`src/rtl/itad_pkg.sv`:
```
package itad_pkg;

    localparam int BIN_W      = 32;
    localparam int DEC_DIGITS = 10;
    localparam int HEX_DIGITS = BIN_W / 4;
    localparam int BCD_W      = 4 * DEC_DIGITS;
    localparam int SHIFT_W    = $clog2(BIN_W);
    localparam int REM_W      = $clog2(DEC_DIGITS + 1);
    localparam int PRE_W      = 2;

    localparam logic CMD_DEC = 1'b0;
    localparam logic CMD_HEX = 1'b1;

    localparam logic [7:0] ASCII_ZERO  = 8'd48;
    localparam logic [7:0] ASCII_ALPHA = 8'd55;
    localparam logic [7:0] ASCII_MINUS = 8'd45;
    localparam logic [7:0] ASCII_X     = 8'd120;

    typedef enum logic [2:0] {
        S_IDLE,
        S_CONV,
        S_GRAB,
        S_SKIP,
        S_PREFIX,
        S_EMIT
    } state_t;

    function automatic logic [7:0] digit_to_ascii(input logic [3:0] nib);
        logic [7:0] code;
        if (nib < 4'd10)
            code = ASCII_ZERO + {4'd0, nib};
        else
            code = ASCII_ALPHA + {4'd0, nib};
        return code;
    endfunction

endpackage

```
`src/rtl/itad_bcd.sv`:
```
module itad_bcd (
    input  logic                        clk,
    input  logic                        rst_n,
    input  logic                        start,
    input  logic [itad_pkg::BIN_W-1:0]  bin_in,
    output logic                        done,
    output logic [itad_pkg::BCD_W-1:0]  bcd
);
    import itad_pkg::*;

    logic                busy_reg, busy_next;
    logic [SHIFT_W-1:0]  cnt_reg, cnt_next;
    logic [BIN_W-1:0]    bin_reg, bin_next;
    logic [BCD_W-1:0]    bcd_reg, bcd_next;
    logic [BCD_W-1:0]    bcd_adj;

    // add 3 to every digit of 5 or more before the shift
    always_comb
    begin
        for (int i = 0; i < DEC_DIGITS; i++)
        begin
            if (bcd_reg[4*i +: 4] >= 4'd5)
                bcd_adj[4*i +: 4] = bcd_reg[4*i +: 4] + 4'd3;
            else
                bcd_adj[4*i +: 4] = bcd_reg[4*i +: 4];
        end
    end

    always_comb
    begin
        busy_next = busy_reg;
        cnt_next  = cnt_reg;
        bin_next  = bin_reg;
        bcd_next  = bcd_reg;
        if (start)
        begin
            busy_next = 1'b1;
            cnt_next  = '0;
            bin_next  = bin_in;
            bcd_next  = '0;
        end
        else if (busy_reg)
        begin
            bcd_next = {bcd_adj[BCD_W-2:0], bin_reg[BIN_W-1]};
            bin_next = {bin_reg[BIN_W-2:0], 1'b0};
            cnt_next = cnt_reg + 1'b1;
            if (cnt_reg == SHIFT_W'(BIN_W - 1))
                busy_next = 1'b0;
        end
    end

    always_ff @(posedge clk or negedge rst_n)
    begin
        if (!rst_n)
        begin
            busy_reg <= 1'b0;
            cnt_reg  <= '0;
        end
        else
        begin
            busy_reg <= busy_next;
            cnt_reg  <= cnt_next;
        end
    end

    always_ff @(posedge clk)
    begin
        bin_reg <= bin_next;
        bcd_reg <= bcd_next;
    end

    assign done = busy_reg && (cnt_reg == SHIFT_W'(BIN_W - 1));
    assign bcd  = bcd_reg;

endmodule

```
`src/rtl/int_to_ascii_dec_hex.sv`:
```
// Converts a 32-bit word to ASCII text, one character per output beat, with
// last high on the final character. cmd 0 gives signed decimal ("-" for
// negatives, no leading zeros, "0" for zero); cmd 1 gives "0x" and uppercase
// hex without leading zeros ("0x0" for zero). One word is handled at a time
// and in_stall is high from acceptance until the last character is loaded
// into the output register. A decimal word is accepted, converted in the
// shift-and-add-3 binary-to-BCD unit and its digits loaded; up to 9 leading
// zeros are skipped, then the "-" of a negative word and the digits are sent.
// A hex word needs no conversion: it is accepted, its leading zero nibbles
// are skipped, then "0x" and the digits are sent. A character is loaded only
// when the output register is empty or is being read out, so a stall holds it.
// The output register frees the next word to enter while the final beat waits.
module int_to_ascii_dec_hex (
    input  logic                       clk,
    input  logic                       rst_n,
    input  logic                       in_valid,
    output logic                       in_stall,
    input  logic                       cmd,
    input  logic [itad_pkg::BIN_W-1:0] value,
    output logic                       out_valid,
    input  logic                       out_stall,
    output logic [7:0]                 char_code,
    output logic                       last
);
    import itad_pkg::*;

    state_t              state_reg, state_next;
    logic                hex_reg, hex_next;
    logic [PRE_W-1:0]    pre_reg, pre_next;
    logic [REM_W-1:0]    rem_reg, rem_next;
    logic [BCD_W-1:0]    dig_reg, dig_next;
    logic                ov_reg, ov_next;
    logic [7:0]          char_reg, char_next;
    logic                last_reg, last_next;

    logic                accept;
    logic                slot_free;
    logic                dab_start;
    logic                dab_done;
    logic [BCD_W-1:0]    dab_bcd;
    logic [BIN_W-1:0]    mag;
    logic [3:0]          top_dig;

    assign accept    = in_valid && !in_stall;
    assign slot_free = !ov_reg || !out_stall;
    assign top_dig   = dig_reg[BCD_W-1 -: 4];
    assign mag       = value[BIN_W-1] ? (~value + BIN_W'(1)) : value;
    assign dab_start = accept && (cmd == CMD_DEC);

    itad_bcd u_bcd (
        .clk    (clk),
        .rst_n  (rst_n),
        .start  (dab_start),
        .bin_in (mag),
        .done   (dab_done),
        .bcd    (dab_bcd)
    );

    always_comb
    begin
        state_next = state_reg;
        case (state_reg)
            S_IDLE:
            begin
                if (accept)
                    state_next = (cmd == CMD_HEX) ? S_SKIP : S_CONV;
            end
            S_CONV:
            begin
                if (dab_done)
                    state_next = S_GRAB;
            end
            S_GRAB:
                state_next = S_SKIP;
            S_SKIP:
            begin
                if (!(rem_reg > REM_W'(1) && top_dig == 4'd0))
                    state_next = (pre_reg != '0) ? S_PREFIX : S_EMIT;
            end
            S_PREFIX:
            begin
                if (slot_free && pre_reg == PRE_W'(1))
                    state_next = S_EMIT;
            end
            S_EMIT:
            begin
                if (slot_free && rem_reg == REM_W'(1))
                    state_next = S_IDLE;
            end
            default:
                state_next = S_IDLE;
        endcase
    end

    always_comb
    begin
        hex_next  = hex_reg;
        pre_next  = pre_reg;
        rem_next  = rem_reg;
        dig_next  = dig_reg;
        ov_next   = ov_reg && out_stall;
        char_next = char_reg;
        last_next = last_reg;
        case (state_reg)
            S_IDLE:
            begin
                if (accept)
                begin
                    hex_next = (cmd == CMD_HEX);
                    if (cmd == CMD_HEX)
                    begin
                        pre_next = PRE_W'(2);
                        rem_next = REM_W'(HEX_DIGITS);
                        dig_next = {value, {(BCD_W - BIN_W){1'b0}}};
                    end
                    else
                    begin
                        pre_next = value[BIN_W-1] ? PRE_W'(1) : PRE_W'(0);
                        rem_next = REM_W'(DEC_DIGITS);
                    end
                end
            end
            S_GRAB:
                dig_next = dab_bcd;
            S_SKIP:
            begin
                // drop a leading zero, but keep at least one digit
                if (rem_reg > REM_W'(1) && top_dig == 4'd0)
                begin
                    dig_next = {dig_reg[BCD_W-5:0], 4'd0};
                    rem_next = rem_reg - 1'b1;
                end
            end
            S_PREFIX:
            begin
                if (slot_free)
                begin
                    ov_next   = 1'b1;
                    last_next = 1'b0;
                    if (!hex_reg)
                        char_next = ASCII_MINUS;
                    else if (pre_reg == PRE_W'(2))
                        char_next = ASCII_ZERO;
                    else
                        char_next = ASCII_X;
                    pre_next = pre_reg - 1'b1;
                end
            end
            S_EMIT:
            begin
                if (slot_free)
                begin
                    ov_next   = 1'b1;
                    char_next = digit_to_ascii(top_dig);
                    last_next = (rem_reg == REM_W'(1));
                    dig_next  = {dig_reg[BCD_W-5:0], 4'd0};
                    rem_next  = rem_reg - 1'b1;
                end
            end
            default:
            begin
                ov_next = ov_reg && out_stall;
            end
        endcase
    end

    always_ff @(posedge clk or negedge rst_n)
    begin
        if (!rst_n)
        begin
            state_reg <= S_IDLE;
            ov_reg    <= 1'b0;
            pre_reg   <= '0;
            rem_reg   <= '0;
            hex_reg   <= 1'b0;
        end
        else
        begin
            state_reg <= state_next;
            ov_reg    <= ov_next;
            pre_reg   <= pre_next;
            rem_reg   <= rem_next;
            hex_reg   <= hex_next;
        end
    end

    always_ff @(posedge clk)
    begin
        dig_reg  <= dig_next;
        char_reg <= char_next;
        last_reg <= last_next;
    end

    assign in_stall  = (state_reg != S_IDLE);
    assign out_valid = ov_reg;
    assign char_code = char_reg;
    assign last      = last_reg;

endmodule

```
`config.mk`:
```
export PLATFORM = sky130hd
export DESIGN_NAME = int_to_ascii_dec_hex
export DESIGN_NICKNAME = d
export VERILOG_FILES = /design/src/rtl/itad_pkg.sv /design/src/rtl/itad_bcd.sv /design/src/rtl/int_to_ascii_dec_hex.sv
export SDC_FILE = /design/constraint.sdc
export NUM_CORES = 1
export LEC_CHECK = 0
export ABC_AREA = 1
export BUFFER_PORTS_ARGS = -buffer_cell sky130_fd_sc_hd__buf_4
export CAP_MARGIN = 25
export CORE_MARGIN = 4
export CORE_UTILIZATION = 40
export DETAILED_ROUTE_END_ITERATION = 6
export PLACE_DENSITY = 0.56
export SLEW_MARGIN = 20
export SYNTH_ARGS = -nofsm -noshare
export SYNTH_HDL_FRONTEND = slang
export SYNTH_SLANG_ARGS = --single-unit
```
`constraint.sdc`:
```
create_clock -name clk -period 3.2 [get_ports clk]
set_input_delay 0.48 -clock clk [delete_from_list [all_inputs] [get_ports clk]]
set_output_delay 0.48 -clock clk [all_outputs]
set_load 0.02 [all_outputs]
```
==> results.py, run 1 <==
metrics = {
    "grt": {
        "grt.overflow.total": 0,
        "grt_pass1_vias": 5954,
        "grt_start_max_net_pins": 44,
        "grt_first_pass_wirelength_mm": 30.2,
        "grt_usage_pct": 17.7,
        "grt_antenna_before_repair": 0,
    },
    "drt": {
        "routedWlPerCell_um": 15.7,
        "drtIter0Drc": 370,
        "drtPass1Iterations": 5,
        "antenna_left": 0,
        "num_vias": 6222,
        "drt-total-wl_mm": 18.7,
        "viasPerCell": 5.21,
        "drc": 0,
    },
    "placed_design": {
        "io_buffers": 46,
        "placed_area_mm2": 0.00816,
        "gp_congestion": 0.808,
        "hpwlAfterDp_mm": 13.4,
    },
    "sta": {
        "maxSlewViolCount": 0,
        "fmax_mhz": 450,
        "hold_viol_final": 0,
        "relSlewSlack_pct": 50.3,
        "finalCriticalPeriod_ns": 2.22,
        "worst_pin_slew_ns": 0.745,
        "tns_ns": 0,
        "rsz0062_at_grt": "no",
        "period_share_pct": 69.4,
        "setup_viol": 0,
        "worst_clock_skew_ns": 0.00638,
    },
    "pwr": {
        "pwr_density_cell_mw_per_mm2": 1040,
        "intPower_mw": 5.52,
        "p_seq_share_pct": 38.6,
        "p_sw_mw": 3.60,
        "p_leak_nw": 3.87,
        "p_sw_share_pct": 39.5,
        "comb_power_share_pct": 39.7,
        "irDropWorstVdd_mv": 0.418,
        "clkPwrFrac_pct": 21.6,
        "fin_total_pwr_mw": 9.13,
    },
    "clock_network": {
        "clock_sinks": 137,
        "clk_path_buf_depth": 2,
        "clockRootBuffer": "clkbuf_16",
        "cts_buffers": 17,
        "clk-insertion-delay-late_ns": 0.42,
        "cts_tree": "yes",
        "cts_setup_buffers": 0,
        "clkSlewWorstSetupHoldPaths_ns": 0.06,
        "hold_buffers": 1,
        "cts_resized": 0,
        "cts_max_level": 4,
    },
    "synthesis": {
        "synth_edf_count": 80,
        "async_reset_ff_share_pct": 12.4,
        "netlist_instances": 904,
        "syn_area_per_cell_um2": 8.44,
        "ys_types": 43,
        "synth_seq_area_share_pct": 47.5,
        "ys_ff_latch": 137,
        "yosys_warnings": 0,
        "synth_flop_cell": "edfxtp_1",
        "synth.cell_area_mm2": 0.00763,
        "syn_nets": 971,
    },
    "run_status": {
        "status": "complete, no violations",
    },
    "worst_setup_path": {
        "endpoint": "dig_reg[37]$_DFFE_PP_",
        "start_kind": "flip-flop",
        "crit_required_ns": 3.29,
        "critPathArrivalTime_ns": 2.31,
        "regToRegSetupSlack_ns": 0.98,
        "crit_type": "flip-flop to flip-flop",
        "r2r-start": "state_reg[0]$_DFFE_PN0P_",
        "rr_worst_depth": 7,
        "crit_path_max_fanout": 43,
        "crit_start": "state_reg[0]$_DFFE_PN0P_",
        "end_kind": "flip-flop",
        "r2r_end": "dig_reg[37]$_DFFE_PP_",
    },
    "cells_and_area": {
        "syn_to_final_growth_pct": 14.7,
        "drive_gt1_share_pct": 11.6,
        "antenna_cells": 0,
        "stdcell_area_mm2": 0.00875,
        "fillers": 1832,
        "num-nets-final": 1015,
    },
    "die": {
        "ios": 48,
        "core_mm2": 0.0187,
        "initial_core_util_pct": 40.8,
        "dieArea_mm2": 0.0214,
        "num_rows": 50,
        "die_w_um": 146,
        "die_y_um": 146,
    },
    "flow_run": {
        "maxCapViolations": 0,
    },
    "worst_hold_path": {
        "worstHoldPathType": "input port to flip-flop",
    },
}
per-layer routing:
metal	wire, um	up-vias	track usage (%)
met5	0	-	0
met4	191	0	4.66
met3	907	18	3.88
met2	8370	157	27.5
met1	9240	2890	25.1
li1	-	3157	-
stage by stage:
stage          hold WS, ns  utilization, %  std cells  setup slack (ns)
2_1_floorplan        0.184               -        904             0.637
3_3_place_gp         0.367            43.6       1162             0.996
3_5_place_dp         0.368            43.6       1162             0.969
4_1_cts              0.324            46.8       1195             0.957
5_1_grt              0.352            46.8       1195             0.811
6_report             0.345            46.8       1195             0.980
power by group through the flow:
stage	logic, mW	registers, mW	clock network, mW
after detailed placement	3.65	3.55	0
after floorplan	2.72	3.47	0
after CTS	3.66	3.53	2.02
final	3.63	3.53	1.97
after global routing	4.17	3.63	2.09
after global placement	3.61	3.55	0
worst min path at each step:
stage / start / endpoint / slack (ns) / cells past startpoint
after detailed placement: rst_n / rem_reg[3]$_DFFE_PN0P_ / 0.37 / 1
after global routing: out_stall / out_valid$_DFF_PN0_ / 0.35 / 3
after CTS: out_stall / out_valid$_DFF_PN0_ / 0.32 / 3
final: out_stall / out_valid$_DFF_PN0_ / 0.35 / 3
after global placement: rst_n / rem_reg[3]$_DFFE_PN0P_ / 0.37 / 1
after floorplan: rst_n / hex_reg$_DFFE_PN0P_ / 0.18 / 0
synthesized netlist by cell type, types with 8 or more instances:
library cell	count	area, um^2
a21oi_1	27	135
a22oi_1	34	255
buf_2	16	80.1
dfrtp_1	17	425
dfxtp_1	40	801
edfxtp_1	80	2400
ha_1	30	375
inv_1	111	417
inv_2	8	30.0
nand2_1	189	709
nand3_1	50	250
nand4_1	12	75.1
nor2_1	63	236
nor3_1	12	60.1
o211ai_1	12	90.1
o21ai_0	77	385
o21ai_1	37	185
o22ai_1	10	62.6
o31ai_1	8	60.1
xor2_1	29	254
critical path: stages, from the launching register on:
cell	delay, ns
dfrtp_1	0.55
nand3_4	0.20
nand2_4	0.46
nor2_4	0.10
inv_2	0.08
nor2_1	0.06
nor2_4	0.12
buf_4	0.30
cell type report:
type	instances	area (um^2)	area share, %
Clock buffer	17	425	4.86
Clock inverter	15	159	1.82
Inverter	119	447	5.10
Multi-Input combinational cell	616	3370	38.5
Sequential cell	137	3630	41.4
Tap cell	234	293	3.34
Timing Repair Buffer	57	430	4.92
layout by cell type, fill, tap and decap left out, types with 3 or more instances in the layout:
master     count
nand2_1      188
inv_1        111
edfxtp_1      80
o21ai_0       77
nor2_1        62
buf_4         56
nand3_1       50
dfxtp_1       40
o21ai_1       37
a22oi_1       34
ha_1          30
xor2_1        29
a21oi_1       27
clkbuf_16     17
dfrtp_1       17
nand4_1       12
o211ai_1      12
nor3_1        12
o22ai_1       10
inv_2          8
o31ai_1        8
clkinv_2       5
nand2_2        4
nor2_4         3
bufinv_16      3
clkinv_1       3
kinds of logic (layout without fill, tap and decap cells):
kind of cell | after synthesis | count (layout) | synth area share (%)
buf+inv | 151 | 208 | 8.39
other cells | 1 | 1 | 0.0491
flops | 137 | 137 | 47.5
fa+ha+maj | 30 | 30 | 4.92
xor+xnor | 31 | 31 | 3.56
compound gates | 211 | 211 | 16.1
simple gates | 343 | 343 | 19.4
No activity file was read; power rests on OpenSTA's default activity.
==> run 2, diff against run 1 <==
Settings changed: ABC_AREA 1 to 0, PLACE_DENSITY 0.56 to 0.54.
Clock period 3.2 ns to 2.2 ns, I/O delays scaled along.
==> run 2 against run 1 <==
Count of clock-buffer cells in the layout grew 7. Global-route usage is 1.3 points lower. Sequential share of layout area increased by 0.074 points. Power increased by 46%. Hold slack lost 0.14 ns. Non-clock buffer count up 16. Die area decreased by 2.8%. Critical path depth rose by 1. Clock skew grew 0.0035 ns. Synthesized area is 3.0% lower. Sequential power increased by 51%. Via count shrank 9.0%.
==> results.py, run 2 <==
metrics = {
    "synthesis": {
        "ys_top_cells_by_count": "nand2_1, edfxtp_1, nor2_1, o21ai_0, dfxtp_1",
        "syn_area_per_cell_um2": 9.65,
        "synth.cell_area_mm2": 0.00740,
        "synth.area.top_cells": "edfxtp_1, dfxtp_1, nand2_1",
        "yosys.cell_count.top_type": "nand2_1",
        "yosys_warnings": 0,
        "synth_edf_count": 80,
        "netlist_instances": 767,
        "synth_top_area_share_pct": 32.5,
        "async_reset_ff_share_pct": 12.4,
        "ys_ff_latch": 137,
        "ys_types": 54,
        "synth_seq_area_share_pct": 49.0,
        "synth_flop_cell": "edfxtp_1",
        "yosysTopAreaCell": "edfxtp_1",
        "syn_nets": 834,
    },
    "placed_design": {
        "hpwlAfterDp_mm": 11.6,
        "gp_congestion": 0.886,
        "io_buffers": 46,
    },
    "drt": {
        "num_vias": 5659,
        "drt-total-wl_mm": 16.6,
        "drtIter0Drc": 356,
        "drtPass1Iterations": 5,
        "routedWlPerCell_um": 15.6,
        "antenna_left": 0,
        "drc": 0,
        "viasPerCell": 5.33,
    },
    "die": {
        "initial_core_util_pct": 40.9,
        "ios": 48,
        "core_mm2": 0.0181,
        "die_y_um": 144,
        "dieArea_mm2": 0.0207,
        "die_w_um": 144,
        "num_rows": 49,
    },
    "pwr": {
        "clkPwrFrac_pct": 20.4,
        "pwr_density_cell_mw_per_mm2": 1520,
        "p_leak_nw": 3.73,
        "intPower_mw": 8.37,
        "p_seq_share_pct": 40.1,
        "comb_power_share_pct": 39.5,
        "fin_total_pwr_mw": 13.3,
        "irDropWorstVdd_mv": 0.575,
        "p_sw_mw": 4.94,
        "p_sw_share_pct": 37.1,
    },
    "cells_and_area": {
        "final_cell_mix": "nand2_1, edfxtp_1, buf_4",
        "utilization_pct": 48.3,
        "num-nets-final": 887,
        "final_common_cell": "nand2_1",
        "syn_to_final_growth_pct": 18.1,
        "antenna_cells": 0,
        "drive_gt1_share_pct": 14.3,
        "fillers": 1701,
    },
    "worst_setup_path": {
        "regToRegSetupSlack_ns": 0.15,
        "crit_required_ns": 2.31,
        "start_kind": "flip-flop",
        "r2r_end": "dig_reg[13]$_DFFE_PP_",
        "end_kind": "flip-flop",
        "crit_path_max_fanout": 18,
        "crit_type": "flip-flop to flip-flop",
        "r2r-start": "rem_reg[0]$_DFFE_PN0P_",
        "critPathArrivalTime_ns": 2.17,
        "rr_worst_depth": 8,
    },
    "worst_hold_path": {
        "hold-path-endpoint": "hex_reg$_DFFE_PN0P_",
        "worstHoldStart": "cmd",
        "worstHoldPathType": "input port to flip-flop",
        "whs_path_depth": 3,
    },
    "clock_network": {
        "cts_max_level": 4,
        "cts_setup_buffers": 0,
        "clock_sinks": 137,
        "cts_buffers": 17,
        "cts_tree": "yes",
        "clk-insertion-delay-late_ns": 0.41,
        "clkSlewWorstSetupHoldPaths_ns": 0.06,
        "clockRootBuffer": "clkbuf_16",
        "hold_buffers": 1,
        "clk_path_buf_depth": 2,
        "cts_resized": 0,
    },
    "grt": {
        "grt.busiest_layer": "met2",
        "grt.overflow.total": 0,
        "grt_usage_pct": 16.4,
        "grt_use_met1_pct": 24.0,
        "grt_pass1_vias": 5346,
        "grt_first_pass_wirelength_mm": 27.0,
        "grtUsageMet3_pct": 3.34,
        "grt_antenna_before_repair": 0,
        "met2_usage_pct": 24.2,
        "grt_start_max_net_pins": 66,
    },
    "sta": {
        "fmax_mhz": 487,
        "rsz0062_at_grt": "no",
        "finalCriticalPeriod_ns": 2.05,
        "period_share_pct": 93.4,
        "worst_clock_skew_ns": 0.00991,
        "hold_viol_final": 0,
        "maxSlewViolCount": 0,
        "setup_viol": 0,
    },
    "run_status": {
        "status": "complete, no violations",
    },
    "flow_run": {
        "maxCapViolations": 0,
    },
}
run 2: per-layer routing:
layer | wire length [um] | part of all wire (%)
met1 | 8330 | 50
met2 | 7370 | 44
met3 | 741 | 4.5
met4 | 170 | 1.0
met5 | 0 | 0
run 2: critical path, cell delays in order (launching register included):
cell and delay (ns):
dfrtp_1 0.40, inv_1 0.08, ha_2 0.19, nor2_1 0.10
o311a_1 0.29, a21oi_1 0.10, o21a_1 0.21, nor2_4 0.19
buf_12 0.19
run 2: cell type report:
| class | count | area, um^2 | area share [%] |
|---|---|---|---|
| Clock buffer | 24 | 493 | 5.64 |
| Sequential cell | 137 | 3630 | 41.5 |
| Clock inverter | 8 | 68.8 | 0.787 |
| Timing Repair Buffer | 73 | 613 | 7.01 |
| Multi-Input combinational cell | 559 | 3530 | 40.4 |
| Inverter | 32 | 120 | 1.37 |
| Tap cell | 229 | 287 | 3.28 |
run 2: kinds of logic (layout without fill, tap and decap cells):
family | Yosys count | count (layout) | share of synthesized area, %
compound gates | 184 | 184 | 15.6
xor+xnor | 43 | 43 | 5.09
fa+ha+maj | 30 | 30 | 5.07
buf+inv | 71 | 137 | 3.69
flops | 137 | 137 | 49.0
mux | 35 | 35 | 4.73
other cells | 1 | 1 | 0.0507
simple gates | 266 | 266 | 16.8
run 2: worst max-delay path by stage:
stage / from / endpoint / slack [ns] / depth (start not counted)
2_1_floorplan: rem_reg[0]$_DFFE_PN0P_ / dig_reg[0]$_DFFE_PP_ / 0.006 / 6
3_3_place_gp: value[0] / u_bcd.bin_reg[30]$_DFFE_PP_ / 0.06 / 8
3_5_place_dp: value[0] / u_bcd.bin_reg[30]$_DFFE_PP_ / -0.01 / 8
4_1_cts: rem_reg[0]$_DFFE_PN0P_ / dig_reg[13]$_DFFE_PP_ / 0.16 / 8
5_1_grt: rem_reg[0]$_DFFE_PN0P_ / dig_reg[13]$_DFFE_PP_ / 0.03 / 8
6_report: rem_reg[0]$_DFFE_PN0P_ / dig_reg[13]$_DFFE_PP_ / 0.15 / 8
run 2: power groups by stage:
stage | clock, mW | combinational (mW) | sequential [mW]
2_1_floorplan | 0 | 3.98 | 5.08
3_3_place_gp | 0 | 5.13 | 5.34
3_5_place_dp | 0 | 5.31 | 5.39
4_1_cts | 2.79 | 5.33 | 5.34
5_1_grt | 2.91 | 6.00 | 5.50
6_report | 2.71 | 5.26 | 5.33
run 2: metrics by stage:
stage / setup slack, ns / area, um^2 / hold slack, ns / cells / TNS [ns]
CTS: 0.161 / 8740 / 0.195 / 1062 / 0
finish: 0.146 / 8740 / 0.208 / 1062 / 0
global route: 0.0289 / 8740 / 0.214 / 1062 / 0
detailed placement: -0.0132 / 8170 / 0.221 / 1029 / -0.0132
floorplan: 0.00621 / 7420 / 0.0344 / 767 / 0
global placement: 0.0614 / 8170 / 0.216 / 1029 / 0
==> run 3, diff against run 2 <==
Settings changed: CORE_ASPECT_RATIO from default to 1.25, CTS_BUF_LIST from default to sky130_fd_sc_hd__clkbuf_2 sky130_fd_sc_hd__clkbuf_4 sky130_fd_sc_hd__clkbuf_8.
==> run 3 against run 2 <==
Die area barely moved. Power fell by 4.9%. Clock power fell by 22%. Wire length rose by 4.4%. Flip-flop and latch count did not move. Register-to-register slack improved by 0.04 ns. Fmax rose by 1.8%. Cell count fell by 0.19%. Combinational power fell by 1%. Non-clock buffer count fell by 1. Via count rose by 2.1%. Critical endpoint unchanged. Largest cell class unchanged. Largest power group unchanged.
==> results.py, run 3 (synthesis results as in run 2) <==
metrics = {
    "run_status": {
        "status": "complete, no violations",
    },
    "clock_network": {
        "clockRootBuffer": "clkbuf_8",
        "clk-insertion-delay-late_ns": 0.45,
        "cts_buffers": 17,
        "cts_max_level": 4,
        "cts_tree": "yes",
        "clkSlewWorstSetupHoldPaths_ns": 0.07,
        "clk_path_buf_depth": 2,
        "clock_sinks": 137,
    },
    "cells_and_area": {
        "utilization_pct": 47.1,
        "stdcell_area_mm2": 0.00856,
        "antenna_cells": 0,
        "num-nets-final": 886,
        "fillers": 1733,
        "syn_to_final_growth_pct": 15.7,
        "final_cell_mix": "nand2_1, edfxtp_1, buf_4",
        "drive_gt1_share_pct": 14.8,
        "regArea_mm2": 0.00363,
        "final_common_cell": "nand2_1",
        "multi_input_area_mm2": 0.00354,
        "fin_cells": 1060,
    },
    "worst_setup_path": {
        "regToRegSetupSlack_ns": 0.18,
        "critPathTopFamily": "compound AO/OA/AOI/OAI gates",
        "crit_start": "rem_reg[0]$_DFFE_PN0P_",
        "cp.depth": 8,
        "crit_type": "flip-flop to flip-flop",
        "crit_required_ns": 2.34,
        "r2r-start": "rem_reg[0]$_DFFE_PN0P_",
        "rr_worst_depth": 8,
        "cpMaxStageDelayCell": "dfrtp_1",
        "critPathArrivalTime_ns": 2.15,
        "slowest_delay_ns": 0.41,
        "endpoint": "dig_reg[13]$_DFFE_PP_",
        "path_cells": "inv_1 > ha_2 > nor2_1 > o311a_1 > a21oi_1 > o21a_1 > nor2_4 > buf_12",
        "start_kind": "flip-flop",
        "cp_num_buf_inv": 2,
        "r2r_end": "dig_reg[13]$_DFFE_PP_",
        "crit_path_max_fanout": 40,
        "end_kind": "flip-flop",
    },
    "drt": {
        "drtPass1Iterations": 5,
        "antenna_left": 0,
        "viasPerCell": 5.45,
        "num_vias": 5778,
        "drc": 0,
        "drt-total-wl_mm": 17.3,
        "routedWlPerCell_um": 16.4,
        "drtIter0Drc": 429,
    },
    "sta": {
        "hold_viol_final": 0,
        "fmax_mhz": 496,
        "worst_pin_slew_ns": 0.736,
        "fin_hold_ws_ns": 0.168,
        "setup_viol": 0,
        "maxSlewViolCount": 0,
        "finalCriticalPeriod_ns": 2.02,
        "period_share_pct": 91.7,
        "relSlewSlack_pct": 50.8,
        "tns_ns": 0,
        "worst_clock_skew_ns": 0.0113,
        "timing.final.ws_setup_ns": 0.183,
        "rsz0062_at_grt": "no",
    },
    "placed_design": {
        "dp.cells": 1027,
        "pre_cts_slack_ns": -0.0634,
        "io_buffers": 46,
        "placed_area_mm2": 0.00814,
        "hpwlAfterDp_mm": 12.1,
        "gp_congestion": 0.844,
    },
    "grt": {
        "grt_pass1_vias": 5869,
        "grt_start_max_net_pins": 66,
        "grt.overflow.total": 0,
        "grt_usage_pct": 17.3,
        "grt_first_pass_wirelength_mm": 28.7,
        "grt_antenna_before_repair": 0,
    },
    "flow_run": {
        "maxCapViolations": 0,
    },
    "pwr": {
        "pwr_density_cell_mw_per_mm2": 1480,
        "fin_total_pwr_mw": 12.6,
        "irDropWorstVdd_mv": 0.618,
        "p_leak_nw": 3.66,
    },
    "worst_hold_path": {
        "worstHoldPathType": "input port to flip-flop",
    },
    "die": {
        "die_y_um": 160,
        "dieArea_mm2": 0.0208,
        "ios": 48,
        "num_rows": 55,
        "core_mm2": 0.0182,
        "initial_core_util_pct": 40.7,
        "die_w_um": 130,
    },
}
## run 3: cell types whose count changed in the layout (fill, tap and decap cells not counted), moves of 2 or more
cell        change
clkbuf_8       +18
buf_12          -2
clkbuf_1        -4
clkinvlp_4      -2
clkbuf_16      -18
clkinv_4        +2
clkbuf_4        +5
## run 3: layout make-up
type	count	area share, %
Clock inverter	7	1.08
Tap cell	228	3.33
Clock buffer	25	3.65
Sequential cell	137	42.4
Inverter	32	1.40
Multi-Input combinational cell	559	41.3
Timing Repair Buffer	72	6.83
## run 3: where the power goes
group | switching (mW) | total, mW | internal, mW
Combinational | 2.97 | 5.21 | 2.24
Clock | 0.961 | 2.12 | 1.16
Sequential | 0.919 | 5.32 | 4.40
Total | 4.85 | 12.6 | 7.80
## run 3: repair_timing
action,CTS,global route
hold endpoints to repair,17,0
setup endpoints to repair,0,24
buffers inserted,0,0
gates resized for setup,0,1
hold buffers,1,0
## run 3: routing by layer
layer	global-route usage, %	wire length [um]	part of all wire (%)
met1	22.5	7920	46
met2	28.3	8370	48
met3	3.71	762	4.4
met4	6.00	285	1.6
met5	0	0	0
## run 3: worst min-delay path by stage
| stage | start | slack, ns | endpoint | cells after the start |
|---|---|---|---|---|
| 6_report | cmd | 0.17 | hex_reg$_DFFE_PN0P_ | 3 |
| 5_1_grt | cmd | 0.17 | hex_reg$_DFFE_PN0P_ | 3 |
| 4_1_cts | cmd | 0.13 | hex_reg$_DFFE_PN0P_ | 3 |
| 3_5_place_dp | rst_n | 0.21 | u_bcd.cnt_reg[2]$_DFFE_PN0P_ | 1 |
| 3_3_place_gp | rst_n | 0.21 | u_bcd.cnt_reg[1]$_DFFE_PN0P_ | 1 |
| 2_1_floorplan | rst_n | 0.03 | hex_reg$_DFFE_PN0P_ | 0 |
## run 3: worst min-delay path: cells and delay by family
kind	cells	cell delay, ns
and+or+nand+nor	2	0.12
buffers and inverters	1	0.13
